--- config.mk ---
export PLATFORM = sky130hd
export DESIGN_NAME = sticky_round_robin_packet_steering_unit
export DESIGN_NICKNAME = d
export VERILOG_FILES = /design/src/sv/srrps_pkg.sv /design/src/sv/srrps_classify.sv /design/src/sv/srrps_table.sv /design/src/sv/sticky_round_robin_packet_steering_unit.sv
export SDC_FILE = /design/constraint.sdc
export NUM_CORES = 2
export LEC_CHECK = 0
export ABC_AREA = 1
export BUFFER_PORTS_ARGS = -buffer_cell sky130_fd_sc_hd__buf_2
export CAP_MARGIN = 20
export CELL_PAD_IN_SITES_DETAIL_PLACEMENT = 0
export CELL_PAD_IN_SITES_GLOBAL_PLACEMENT = 1
export CORE_ASPECT_RATIO = 2
export CORE_MARGIN = 5
export CORE_UTILIZATION = 49
export CTS_BUF_LIST = sky130_fd_sc_hd__clkbuf_8
export DETAILED_ROUTE_END_ITERATION = 10
export GPL_TIMING_DRIVEN = 1
export PLACE_DENSITY = 0.82
export SLEW_MARGIN = 15
export SYNTH_ARGS = -nofsm -noshare
export SYNTH_HDL_FRONTEND = slang
export SYNTH_SLANG_ARGS = --single-unit
export TNS_END_PERCENT = 50
--- constraint.sdc ---
create_clock -name clock -period 5 [get_ports clock]
set_input_delay 0.5 -clock clock [delete_from_list [all_inputs] [get_ports clock]]
set_output_delay 0.5 -clock clock [all_outputs]
set_load 0.02 [all_outputs]
--- src/sv/srrps_pkg.sv ---
// ----------------------------------------------------------------------------
// srrps_pkg
// Shared types and protocol constants for the sticky round-robin packet
// steering unit.
// ----------------------------------------------------------------------------
package srrps_pkg;

   // frame length thresholds in bytes
   localparam logic [15:0] MIN_ETH_LEN   = 16'd14;
   localparam logic [15:0] MIN_IP_LEN    = 16'd34;
   localparam logic [15:0] MIN_L4_LEN    = 16'd42;

   // header codes
   localparam logic [15:0] ETYPE_ARP     = 16'h0806;
   localparam logic [7:0]  PROTO_ICMP    = 8'd1;
   localparam logic [7:0]  PROTO_UDP     = 8'd17;
   localparam logic [7:0]  PROTO_ESP     = 8'd50;
   localparam logic [7:0]  ICMP_ECHO_REQ = 8'd8;
   localparam logic [15:0] ISAKMP_PORT   = 16'd500;
   localparam logic [7:0]  ARP_PORT      = 8'd1;

   // endpoint count after reset
   localparam logic [7:0]  EP_COUNT_RST  = 8'd2;

   // how a frame is handled
   typedef enum logic [1:0] {
      CLS_DROP  = 2'd0,
      CLS_ARP   = 2'd1,
      CLS_LEARN = 2'd2,
      CLS_ESP   = 2'd3
   } class_type;

   // one stored table entry
   typedef struct packed {
      logic [31:0] src_ip;
      logic [7:0]  port;
   } entry_type;

   // one result beat
   typedef struct packed {
      logic       verdict;
      logic [7:0] egress_port;
      logic       learned;
      logic       table_full;
   } result_type;

   localparam result_type RESULT_DROP = '{verdict: 1'b0, egress_port: 8'd0,
                                          learned: 1'b0, table_full: 1'b0};

endpackage

--- src/sv/srrps_classify.sv ---
// ----------------------------------------------------------------------------
// srrps_classify
// Decodes the header summary of a frame into its handling class.
// ----------------------------------------------------------------------------
module srrps_classify (
   input  logic [15:0]          frame_length,
   input  logic [15:0]          ethertype,
   input  logic [7:0]           ip_protocol,
   input  logic [7:0]           icmp_type,
   input  logic [15:0]          udp_dest_port,
   output srrps_pkg::class_type frame_class
);
   import srrps_pkg::*;

   logic len_ip_ok;
   logic len_l4_ok;

   assign len_ip_ok = (frame_length >= MIN_ETH_LEN) && (frame_length >= MIN_IP_LEN);
   assign len_l4_ok = (frame_length >= MIN_L4_LEN);

   // short frames drop first, then arp, then per protocol
   always_comb begin
      frame_class = CLS_DROP;
      if (!len_ip_ok) begin
         frame_class = CLS_DROP;
      end else if (ethertype == ETYPE_ARP) begin
         frame_class = CLS_ARP;
      end else if (ip_protocol == PROTO_ICMP) begin
         if (len_l4_ok && icmp_type == ICMP_ECHO_REQ) frame_class = CLS_LEARN;
      end else if (ip_protocol == PROTO_ESP) begin
         if (len_l4_ok) frame_class = CLS_ESP;
      end else if (ip_protocol == PROTO_UDP && udp_dest_port == ISAKMP_PORT &&
                   len_l4_ok) begin
         frame_class = CLS_LEARN;
      end
   end

endmodule

--- src/sv/srrps_table.sv ---
// ----------------------------------------------------------------------------
// srrps_table
// Source address table: one synchronous memory of address and port pairs,
// one write port and one read port with registered read data.
// ----------------------------------------------------------------------------
module srrps_table #(
   parameter int DEPTH = 64,
   parameter int IDX_W = 6
) (
   input  logic                 clock,
   input  logic                 wr_en,
   input  logic [IDX_W-1:0]     wr_idx,
   input  srrps_pkg::entry_type wr_data,
   input  logic                 rd_en,
   input  logic [IDX_W-1:0]     rd_idx,
   output srrps_pkg::entry_type rd_data
);
   import srrps_pkg::*;

   entry_type mem_ff [DEPTH];
   entry_type rd_data_ff;

   // write port
   always_ff @(posedge clock) begin
      if (wr_en) mem_ff[wr_idx] <= wr_data;
   end

   // read port, registered read data
   always_ff @(posedge clock) begin
      if (rd_en) rd_data_ff <= mem_ff[rd_idx];
   end

   assign rd_data = rd_data_ff;

endmodule

--- src/sv/sticky_round_robin_packet_steering_unit.sv ---
// ----------------------------------------------------------------------------
// sticky_round_robin_packet_steering_unit
// Steers frames by source address with a learned table and a round robin
// over the configured tunnel endpoints.
// ----------------------------------------------------------------------------
// One frame is handled at a time. Dropped and ARP frames skip the scan and
// go from accept to the result register. ICMP echo, UDP port 500 and ESP
// frames scan the learned entries in fill order through the single memory
// read port, one entry per cycle, until a hit or the end of the filled
// entries. A new frame is accepted while a finished result still waits on
// the rsp side. The table starts empty after reset with no clearing pass;
// entries are kept in fill order and are never freed. endpoint_count may
// be written at any time the unit is idle.
// ----------------------------------------------------------------------------
module sticky_round_robin_packet_steering_unit #(
   parameter int TABLE_DEPTH = 64
) (
   input  logic        clock,
   input  logic        reset,
   // configuration
   input  logic        csr_valid,
   output logic        csr_ready,
   input  logic [7:0]  csr_endpoint_count,
   // frame headers
   input  logic        req_valid,
   output logic        req_ready,
   input  logic [15:0] req_frame_length,
   input  logic [15:0] req_ethertype,
   input  logic [7:0]  req_ip_protocol,
   input  logic [7:0]  req_icmp_type,
   input  logic [15:0] req_udp_dest_port,
   input  logic [31:0] req_src_ip,
   // verdicts
   output logic        rsp_valid,
   input  logic        rsp_ready,
   output logic        rsp_verdict,
   output logic [7:0]  rsp_egress_port,
   output logic        rsp_learned,
   output logic        rsp_table_full
);
   import srrps_pkg::*;

   localparam int IDX_W = (TABLE_DEPTH > 1) ? $clog2(TABLE_DEPTH) : 1;
   localparam int CNT_W = $clog2(TABLE_DEPTH + 1);
   localparam logic [CNT_W-1:0] DEPTH_CNT = CNT_W'(TABLE_DEPTH);

   typedef enum logic [2:0] {
      S_IDLE = 3'b001,
      S_SCAN = 3'b010,
      S_DONE = 3'b100
   } state_type;

   state_type        state_ff, state_in;
   logic [7:0]       ep_count_ff, ep_count_in;
   logic [8:0]       rr_ff, rr_in;
   logic [CNT_W-1:0] used_ff, used_in;
   logic [CNT_W-1:0] issue_ff, issue_in;
   logic             pend_ff, pend_in;
   logic [31:0]      key_ff, key_in;
   class_type        cls_ff, cls_in;
   result_type       res_ff, res_in;
   result_type       rsp_ff, rsp_in;
   logic             rsp_valid_ff, rsp_valid_in;

   class_type        req_class;
   logic             tbl_wr_en;
   logic             tbl_rd_en;
   entry_type        tbl_wr_data;
   entry_type        tbl_rd_data;
   logic [8:0]       rr_step;
   logic [8:0]       rr_next;

   srrps_classify u_classify (
      .frame_length  (req_frame_length),
      .ethertype     (req_ethertype),
      .ip_protocol   (req_ip_protocol),
      .icmp_type     (req_icmp_type),
      .udp_dest_port (req_udp_dest_port),
      .frame_class   (req_class)
   );

   srrps_table #(
      .DEPTH (TABLE_DEPTH),
      .IDX_W (IDX_W)
   ) u_table (
      .clock   (clock),
      .wr_en   (tbl_wr_en),
      .wr_idx  (used_ff[IDX_W-1:0]),
      .wr_data (tbl_wr_data),
      .rd_en   (tbl_rd_en),
      .rd_idx  (issue_ff[IDX_W-1:0]),
      .rd_data (tbl_rd_data)
   );

   // round robin advance over 1..endpoint_count
   assign rr_step = rr_ff + 9'd1;
   assign rr_next = (rr_step > {1'b0, ep_count_ff}) ? 9'd1 : rr_step;

   assign tbl_wr_data = '{src_ip: key_ff, port: rr_next[7:0]};

   // control: accept, scan (learn and ESP classes only), then hand the result
   // to the output register; a learn write lands before the next frame can start its scan
   always_comb begin
      state_in     = state_ff;
      ep_count_in  = ep_count_ff;
      rr_in        = rr_ff;
      used_in      = used_ff;
      issue_in     = issue_ff;
      pend_in      = pend_ff;
      key_in       = key_ff;
      cls_in       = cls_ff;
      res_in       = res_ff;
      rsp_in       = rsp_ff;
      rsp_valid_in = rsp_valid_ff;
      tbl_wr_en    = 1'b0;
      tbl_rd_en    = 1'b0;

      if (csr_valid) ep_count_in = csr_endpoint_count;
      if (rsp_ready) rsp_valid_in = 1'b0;

      case (state_ff)
         S_IDLE: begin
            if (req_valid) begin
               key_in   = req_src_ip;
               cls_in   = req_class;
               issue_in = '0;
               pend_in  = 1'b0;
               case (req_class)
                  CLS_DROP: begin
                     res_in   = RESULT_DROP;
                     state_in = S_DONE;
                  end
                  CLS_ARP: begin
                     res_in   = '{verdict: 1'b1, egress_port: ARP_PORT,
                                  learned: 1'b0, table_full: 1'b0};
                     state_in = S_DONE;
                  end
                  default: state_in = S_SCAN;
               endcase
            end
         end
         S_SCAN: begin
            if (pend_ff && tbl_rd_data.src_ip == key_ff) begin
               // hit
               res_in   = '{verdict: 1'b1, egress_port: tbl_rd_data.port,
                            learned: 1'b0, table_full: 1'b0};
               state_in = S_DONE;
            end else if (!pend_ff && issue_ff == used_ff) begin
               // miss
               state_in = S_DONE;
               if (cls_ff == CLS_ESP) begin
                  res_in = RESULT_DROP;
               end else begin
                  rr_in = rr_next;
                  if (used_ff < DEPTH_CNT) begin
                     tbl_wr_en = 1'b1;
                     used_in   = used_ff + CNT_W'(1);
                     res_in    = '{verdict: 1'b1, egress_port: rr_next[7:0],
                                   learned: 1'b1, table_full: 1'b0};
                  end else begin
                     res_in    = '{verdict: 1'b1, egress_port: rr_next[7:0],
                                   learned: 1'b0, table_full: 1'b1};
                  end
               end
            end else if (issue_ff < used_ff) begin
               tbl_rd_en = 1'b1;
               issue_in  = issue_ff + CNT_W'(1);
               pend_in   = 1'b1;
            end else begin
               pend_in   = 1'b0;
            end
         end
         S_DONE: begin
            if (!rsp_valid_ff || rsp_ready) begin
               rsp_in       = res_ff;
               rsp_valid_in = 1'b1;
               state_in     = S_IDLE;
            end
         end
         default: state_in = S_IDLE;
      endcase
   end

   // control registers
   always_ff @(posedge clock) begin
      if (reset) begin
         state_ff     <= S_IDLE;
         ep_count_ff  <= EP_COUNT_RST;
         rr_ff        <= '0;
         used_ff      <= '0;
         issue_ff     <= '0;
         pend_ff      <= 1'b0;
         rsp_valid_ff <= 1'b0;
      end else begin
         state_ff     <= state_in;
         ep_count_ff  <= ep_count_in;
         rr_ff        <= rr_in;
         used_ff      <= used_in;
         issue_ff     <= issue_in;
         pend_ff      <= pend_in;
         rsp_valid_ff <= rsp_valid_in;
      end
   end

   // payload registers
   always_ff @(posedge clock) begin
      key_ff <= key_in;
      cls_ff <= cls_in;
      res_ff <= res_in;
      rsp_ff <= rsp_in;
   end

   assign csr_ready       = 1'b1;
   assign req_ready       = (state_ff == S_IDLE);
   assign rsp_valid       = rsp_valid_ff;
   assign rsp_verdict     = rsp_ff.verdict;
   assign rsp_egress_port = rsp_ff.egress_port;
   assign rsp_learned     = rsp_ff.learned;
   assign rsp_table_full  = rsp_ff.table_full;

   // fill count never passes the table size
   a_used_bound: assert property (@(posedge clock) disable iff (reset)
      used_ff <= DEPTH_CNT)
      else $error("table fill count beyond depth");

   // scan never reads past the filled entries
   a_scan_bound: assert property (@(posedge clock) disable iff (reset)
      tbl_rd_en |-> issue_ff < used_ff)
      else $error("scan read beyond filled entries");

   // a learn grows the fill count by exactly one
   a_learn_fill: assert property (@(posedge clock) disable iff (reset)
      tbl_wr_en |=> used_ff == $past(used_ff) + CNT_W'(1))
      else $error("learn did not advance fill count");

   // learned and full are exclusive and imply a redirect to a nonzero port
   a_learn_full: assert property (@(posedge clock) disable iff (reset)
      rsp_valid_ff && (rsp_ff.learned || rsp_ff.table_full) |->
         rsp_ff.verdict && !(rsp_ff.learned && rsp_ff.table_full) &&
         rsp_ff.egress_port != 8'd0)
      else $error("inconsistent learn result");

endmodule
# ---- Word-level counts from Yosys, hierarchy flattened
# Memories as Yosys holds them, arrays and structs flattened. A register that Yosys moved wholly into a read port is not among the register bits.
# Index checks and enable logic that the tools add are counted.
dict set report op_classes {
  addsub 3
  n_lt_le_gt_ge 6
  n_eq_ne 20
  muxes 44
  bitwise_logic 2
  reduce_logical 20
}
# op count
set ops {}
lappend ops {{2-to-1 mux 11 bit} 4}
lappend ops {{one-hot mux 11 bit (2 select lines)} 2}
lappend ops {{== test 32 bit} 1}
lappend ops {{greater-or-equal comparator 16 x 6 -> 1 bit, second input constant} 2}
lappend ops {{2-to-1 mux 7 bit} 4}
lappend ops {{2-to-1 mux 1 bit} 17}
lappend ops {{== test 16 x 12 -> 1 bit, second input constant} 1}
lappend ops {{== test 16 x 9 -> 1 bit, second input constant} 1}
lappend ops {{greater-or-equal comparator 16 x 4 -> 1 bit, second input constant} 1}
lappend ops {{2-to-1 mux 2 bit} 8}
lappend ops {{2-to-1 mux 3 bit} 5}
lappend ops {{adder 7 x 1 -> 7 bit, second input constant} 2}
lappend ops {{one-hot mux 7 bit (2 select lines)} 1}
lappend ops {{AND reduction 4 bit} 3}
lappend ops {{inequality test 2 bit, second input constant} 5}
lappend ops {{AND reduction 5 bit} 2}
lappend ops {{adder 9 x 1 -> 9 bit, second input constant} 1}
lappend ops {{> comparator 9 x 8 -> 1 bit} 1}
lappend ops {{2-to-1 mux 9 bit} 1}
lappend ops {{one-hot mux 3 bit (3 select lines)} 1}
lappend ops {{== test 8 x 1 -> 1 bit, second input constant} 1}
lappend ops {{== test 8 x 4 -> 1 bit, second input constant} 1}
lappend ops {{== test 8 x 5 -> 1 bit, second input constant} 1}
lappend ops {{== test 8 x 6 -> 1 bit, second input constant} 1}
lappend ops {{20 further kinds} 28}
dict set report word_totals {
  regBits 92
  mem_bits_rw 2560
  in_bits 109
  output_inout_bits 14
  elab_cells 113
  mem_count 1
}
# name words width rd rd_ports_with_merged_regs wr line
set mem_list {}
lappend mem_list {u_table.mem_ff 64 40 1 1 1 srrps_table.sv:20} ;# entry_type mem_ff [DEPTH];

# ---- Logic depth before layout (Yosys ltp)
dict set report depth {
  ltp_word 13
  mapped_depth 15
  depth_no_buf 15
}

# ---- Cells and area by module
# Synthesis repeated with hierarchy kept, for this count alone.
dict set report unflattened {
  cells_unflattened 9039
  area_unflattened_um2 108422.7
}
# module n_inst cells_each area_per_inst_um2 seq_area_each_um2
set by_module_without_submodules {}
lappend by_module_without_submodules {srrps_table 1 8445 103536.8 78074.9}
lappend by_module_without_submodules {sticky_round_robin_packet_steering_unit 1 512 4529.3 2402.3}
lappend by_module_without_submodules {srrps_classify 1 82 356.6 0.0}

# ---- Worst setup path before layout
# No wires, ideal clock.
dict set report synth_timing {
  path_type {flip-flop to flip-flop}
  start {reg key_ff[6]}
  end {mem u_table.mem_ff[36][0] in the netlist's numbering, enable pin}
  setup_ns 0.487
  t_arrival_ns 4.997
  t_required_ns 4.513
  setup_slack_ns -0.484
  path_stages_with_launch 11
  path_buffers 1
  synth_period_minus_slack_ns 5.484
  cell_sequence {edfxtp_1 nand2_1 and2_1 nand2_1 nor2_1 nand2_1 nor2_1 nand3_1 nand4_1 clkbuf_1 nor3_1}
}
dict set report synth_via {
  elab_chain_cells 6
}
# element line
set synth_rtl {}
lappend synth_rtl {{from (decl)} sticky_round_robin_packet_steering_unit.sv:59} ;# logic [31:0] key_ff, key_in;
lappend synth_rtl {{from (signal assigned)} sticky_round_robin_packet_steering_unit.sv:207} ;# key_ff <= key_in;
lappend synth_rtl {{== test 32 bit} sticky_round_robin_packet_steering_unit.sv:143} ;# if (pend_ff && tbl_rd_data.src_ip == key_ff) begin
lappend synth_rtl {{logical AND 1 bit} sticky_round_robin_packet_steering_unit.sv:143}
lappend synth_rtl {{2-to-1 mux 1 bit} sticky_round_robin_packet_steering_unit.sv:143}
lappend synth_rtl {{2-to-1 mux 1 bit} sticky_round_robin_packet_steering_unit.sv:121} ;# case (state_ff)
lappend synth_rtl {{2-to-1 mux 1 bit} srrps_table.sv:25} ;# if (wr_en) mem_ff[wr_idx] <= wr_data;
lappend synth_rtl {{2-to-1 mux 1 bit (implied by the code)} srrps_table.sv:25}
lappend synth_rtl {{to (decl)} srrps_table.sv:20}
# Every way passes these cells.

# ---- Final worst setup path
dict set report layout_timing {
  start {reg rr_ff[0]}
  end {mem u_table.mem_ff[45][6] in the netlist's numbering (data pin)}
}
dict set report layout_via {
  elab_chain_cells 3
}
# element line
set layout_rtl {}
lappend layout_rtl {{from (decl)} sticky_round_robin_packet_steering_unit.sv:55} ;# logic [8:0] rr_ff, rr_in;
lappend layout_rtl {{from (signal assigned)} sticky_round_robin_packet_steering_unit.sv:197} ;# rr_ff <= rr_in;
lappend layout_rtl {{adder 9 x 1 -> 9 bit *} sticky_round_robin_packet_steering_unit.sv:96} ;# assign rr_step = rr_ff + 9'd1;
lappend layout_rtl {{> comparator 9 x 8 -> 1 bit} sticky_round_robin_packet_steering_unit.sv:97} ;# assign rr_next = (rr_step > {1'b0, ep_count_ff}) ? 9'd1 : rr_step;
lappend layout_rtl {{2-to-1 mux 9 bit *} sticky_round_robin_packet_steering_unit.sv:97}
lappend layout_rtl {{net rr_next[6]} sticky_round_robin_packet_steering_unit.sv:71} ;# logic [8:0] rr_next;
# The timed path passes the listed nets; every way through them passes the cells marked *.

==> results.toml <==
[status]
status = "finished clean"

[logic_synthesis]
ys_ff_latch = 2692
syn_area_per_cell_um2 = 13.20
yosysWarnings = 0
post_synth_inst_count = 8023
ys_seq_area_share_pct = 75.99
yosys.cell_types.count = 37
syn_area_um2 = 105900
syn_nets = 8150

[placement]
io_buffers = 120
post-dp-hpwl_um = 179300
gp_congestion = 0.8778

[timing]
rsz0062_at_grt = "false"
finalSetupViolCount = 0
slew_violations = 0
tightest_slew_ns = 1.255
fin_skew_ns = 0.06082
finalHoldViolCount = 0
period_minus_slack_ns = 4.088
whs_ns = 0.1160
period_share_pct = 81.75
tns_ns = 0
fmaxAchievable_ghz = 0.2446
slew_headroom_pct = 16.33

[critical_path]
crit_top_cell = "nand2_1"
slowest_stage = "clkinv_1"
cp.arrival_ns = 4.73
worstSetupPathType = "reg -> reg"
worstPathRequired_ns = 5.64
path_cells = "inv_1, nor3_1, xor2_1, inv_1, ha_1, nand2_1, nor3_1, nor2_1, o21ai_0, nand2_1, nand2_1, nand2_1, nand2_1, clkinv_1, buf_4"
crit_family = "buffers and inverters"
crit_path_max_fanout = 33
cp_num_buf_inv = 4
start_kind = "register"
slowest_delay_ns = 0.75
cp-end-kind = "register"

[cts]
clock-root-buffer = "clkbuf_8"
cts_tree = "done"
h-tree-depth = 5
clockBufferDepth = 4
clock-sinks = 2692
clk-insertion-delay-late_ns = 0.98
numCtsBuffers = 353
clk_pin_slew_ns = 0.07
postCtsSetupBuffers = 0

[final_layout]
syn_to_final_growth_pct = 11.55
fin_nets = 8373
fin_util_pct = 54.87
fill_cells = 17070
multi_input_area_um2 = 22960
regArea_um2 = 80490
drive_above_1_share_pct = 10.70

[global_route]
grtUsageMet3_pct = 4.154
grtUsageMet2_pct = 48.06
grt-ovfl-total = 0
antenna_found_initial = 13
grt_pass1_wl_um = 462200
grt_max_degree = 238
first_global_vias = 70010
gr-usage-met1_pct = 30.37
grt.busiest_layer = "met2"
grtUsageTotal_pct = 27.83

[pwr]
sw_frac_of_total_pct = 20.80
peakVddDrop_v = 0.0002106
clock_power_share_pct = 38.7
power_density_nw_per_um2 = 356.3
switching_power_uw = 8756
seqPwrFrac_pct = 59.5
p_int_uw = 33330
p_comb_share_pct = 1.8
leakage_uw = 0.03947

[drt]
wl_per_cell_um = 28.76
drc = 0
vias_per_cell = 6.255
dr_total_vias = 70820
detail-route-antenna-nets = 0
drt_iter0_markers = 8528
firstDrtPassIters = 8
wl_um = 325600

[floorplan]
die_w_um = 338.7
start_util_pct = 49.19
pin_count = 123
rows = 241
core_area_um2 = 215300
fp.dieH_um = 667.5
die_area_um2 = 226100

[min_path]
hp-class = "in -> reg"

[flow_run]
cap_violations = 0
==> Yosys cell counts (all sizes together) <==
master / number / share of area, %
o211a: 1 / 0.0095
ha: 18 / 0.21
xnor2: 7 / 0.058
o211ai: 111 / 0.79
nor2: 1487 / 5.3
and2: 3 / 0.018
o21ai: 1329 / 6.3
nand3: 313 / 1.5
conb: 1 / 0.0035
nor4: 2 / 0.012
o31ai: 1 / 0.0071
o22ai: 378 / 2.2
inv: 150 / 0.53
nor3: 28 / 0.13
clkinv: 2 / 0.0071
nand2: 552 / 2.0
o221ai: 203 / 1.7
nand3b: 2 / 0.014
a211o: 1 / 0.0083
dfxtp: 36 / 0.68
a21oi: 117 / 0.55
a31oi: 2 / 0.012
clkbuf: 379 / 1.3
xor2: 16 / 0.13
buf: 168 / 0.90
nand4: 58 / 0.34
o21a: 1 / 0.0071
edfxtp: 2656 / 75
o311a: 1 / 0.0095
==> sequential cells by signal, summed over array words and instances (netlist names), 2 cells and up <==
| register | cells |
|---|---|
| cls_ff | 2 |
| ep_count_ff | 8 |
| issue_ff | 7 |
| key_ff | 32 |
| res_ff | 11 |
| rr_ff | 9 |
| rsp_egress_port | 8 |
| state_ff | 3 |
| u_table.mem_ff | 2560 |
| u_table.rd_data | 40 |
| used_ff | 7 |
==> worst paths after layout <==
kind / startpoint / endpoint / slack (ns) / depth (start not counted)
worst min register to register: res_ff[3] / rsp_egress_port[1] / 0.43 / 0
worst max-delay path: rr_ff[0] / u_table.mem_ff[45][6] / 0.91 / 15
worst max register to register: rr_ff[0] / u_table.mem_ff[45][6] / 0.91 / 15
worst min-delay path: req_frame_length[4] / cls_ff[0] / 0.12 / 4
==> per-stage QoR <==
| step | instance area, um^2 | power (uW) | setup slack [ns] | instances |
|---|---|---|---|---|
| 2_1_floorplan | 105900 | 25840 | -0.4844 | 8023 |
| 3_3_place_gp | 110700 | 26220 | 1.088 | 10630 |
| 3_5_place_dp | 110700 | 26260 | 1.110 | 10630 |
| 4_1_cts | 118100 | 42220 | 1.076 | 11310 |
| 5_1_grt | 118100 | 43250 | 0.6075 | 11310 |
| 6_report | 118100 | 42090 | 0.9124 | 11320 |
==> area by class of cell <==
type | instances | share of cell area [%]
clock buffer | 366 | 4.264
sequential | 2692 | 68.13
antenna | 11 | 0.02330
inverter | 152 | 0.5126
clock inverter | 259 | 1.548
multi-input combinational | 4632 | 19.43
timing repair buffer | 415 | 3.126
tap | 2794 | 2.959
==> metal layers <==
metal / vias to the layer above / wire length (um)
met1: 35130 / 105200
met5: - / 68
met4: 12 / 31980
met2: 4151 / 162100
met3: 1140 / 26320
li1: 30380 / -
==> power groups by stage <==
stage	logic (uW)	clock network, uW	registers (uW)
after floorplan	119	0	25700
after detailed placement	732	0	25500
after global placement	701	0	25500
final	777	16300	25000
after global routing	826	17400	25000
after CTS	769	16400	25000
==> logic make-up (layout without fill, tap and decap cells) <==
group,Yosys count,in the layout,synth area share [%]
AOI/OAI and AO/OA,2145,2145,11.59
xor gates and xnor gates,23,23,0.1902
adders and majority gates,18,18,0.2127
buffers and inverters,699,1192,2.784
DFF,2692,2692,75.99
other,1,12,0.003541
and+or+nand+nor,2445,2445,9.232
==> worst register-to-register path, cell delays in order (launching register included) <==
cell	delay (ns)
dfxtp_1	0.43
inv_1	0.09
nor3_1	0.32
xor2_1	0.19
inv_1	0.08
ha_1	0.27
nand2_1	0.07
nor3_1	0.20
nor2_1	0.07
o21ai_0	0.15
nand2_1	0.07
nand2_1	0.06
nand2_1	0.19
nand2_1	0.24
clkinv_1	0.75
buf_4	0.54
==> cell usage in the layout, fill, tap and decap left out, types with 3 or more instances in the layout <==
cell	instances
a21oi_1	117
buf_12	58
buf_2	120
buf_4	183
bufinv_16	27
clkbuf_8	366
clkinv_1	87
clkinv_2	59
clkinvlp_4	5
dfxtp_1	32
dfxtp_4	4
diode_2	11
dlygate4sd3_1	53
edfxtp_1	2656
ha_1	18
inv_1	217
inv_2	4
inv_6	3
inv_8	6
nand2_1	550
nand3_1	313
nand4_1	58
nor2_1	1433
nor2_4	52
nor3_1	13
nor3_2	15
o211ai_1	111
o21ai_0	1316
o21ai_1	13
o221ai_1	203
o22ai_1	378
xnor2_1	7
xor2_1	16
==> what timing repair did <==
| action | 4_1_cts | 5_1_grt |
|---|---|---|
| endpoints found under the hold margin | 55 | 0 |
| gates resized for setup | 0 | 0 |
| hold buffers | 53 | 0 |
| endpoints found under the setup margin | 0 | 0 |
No activity file was read; power rests on OpenSTA's default activity.
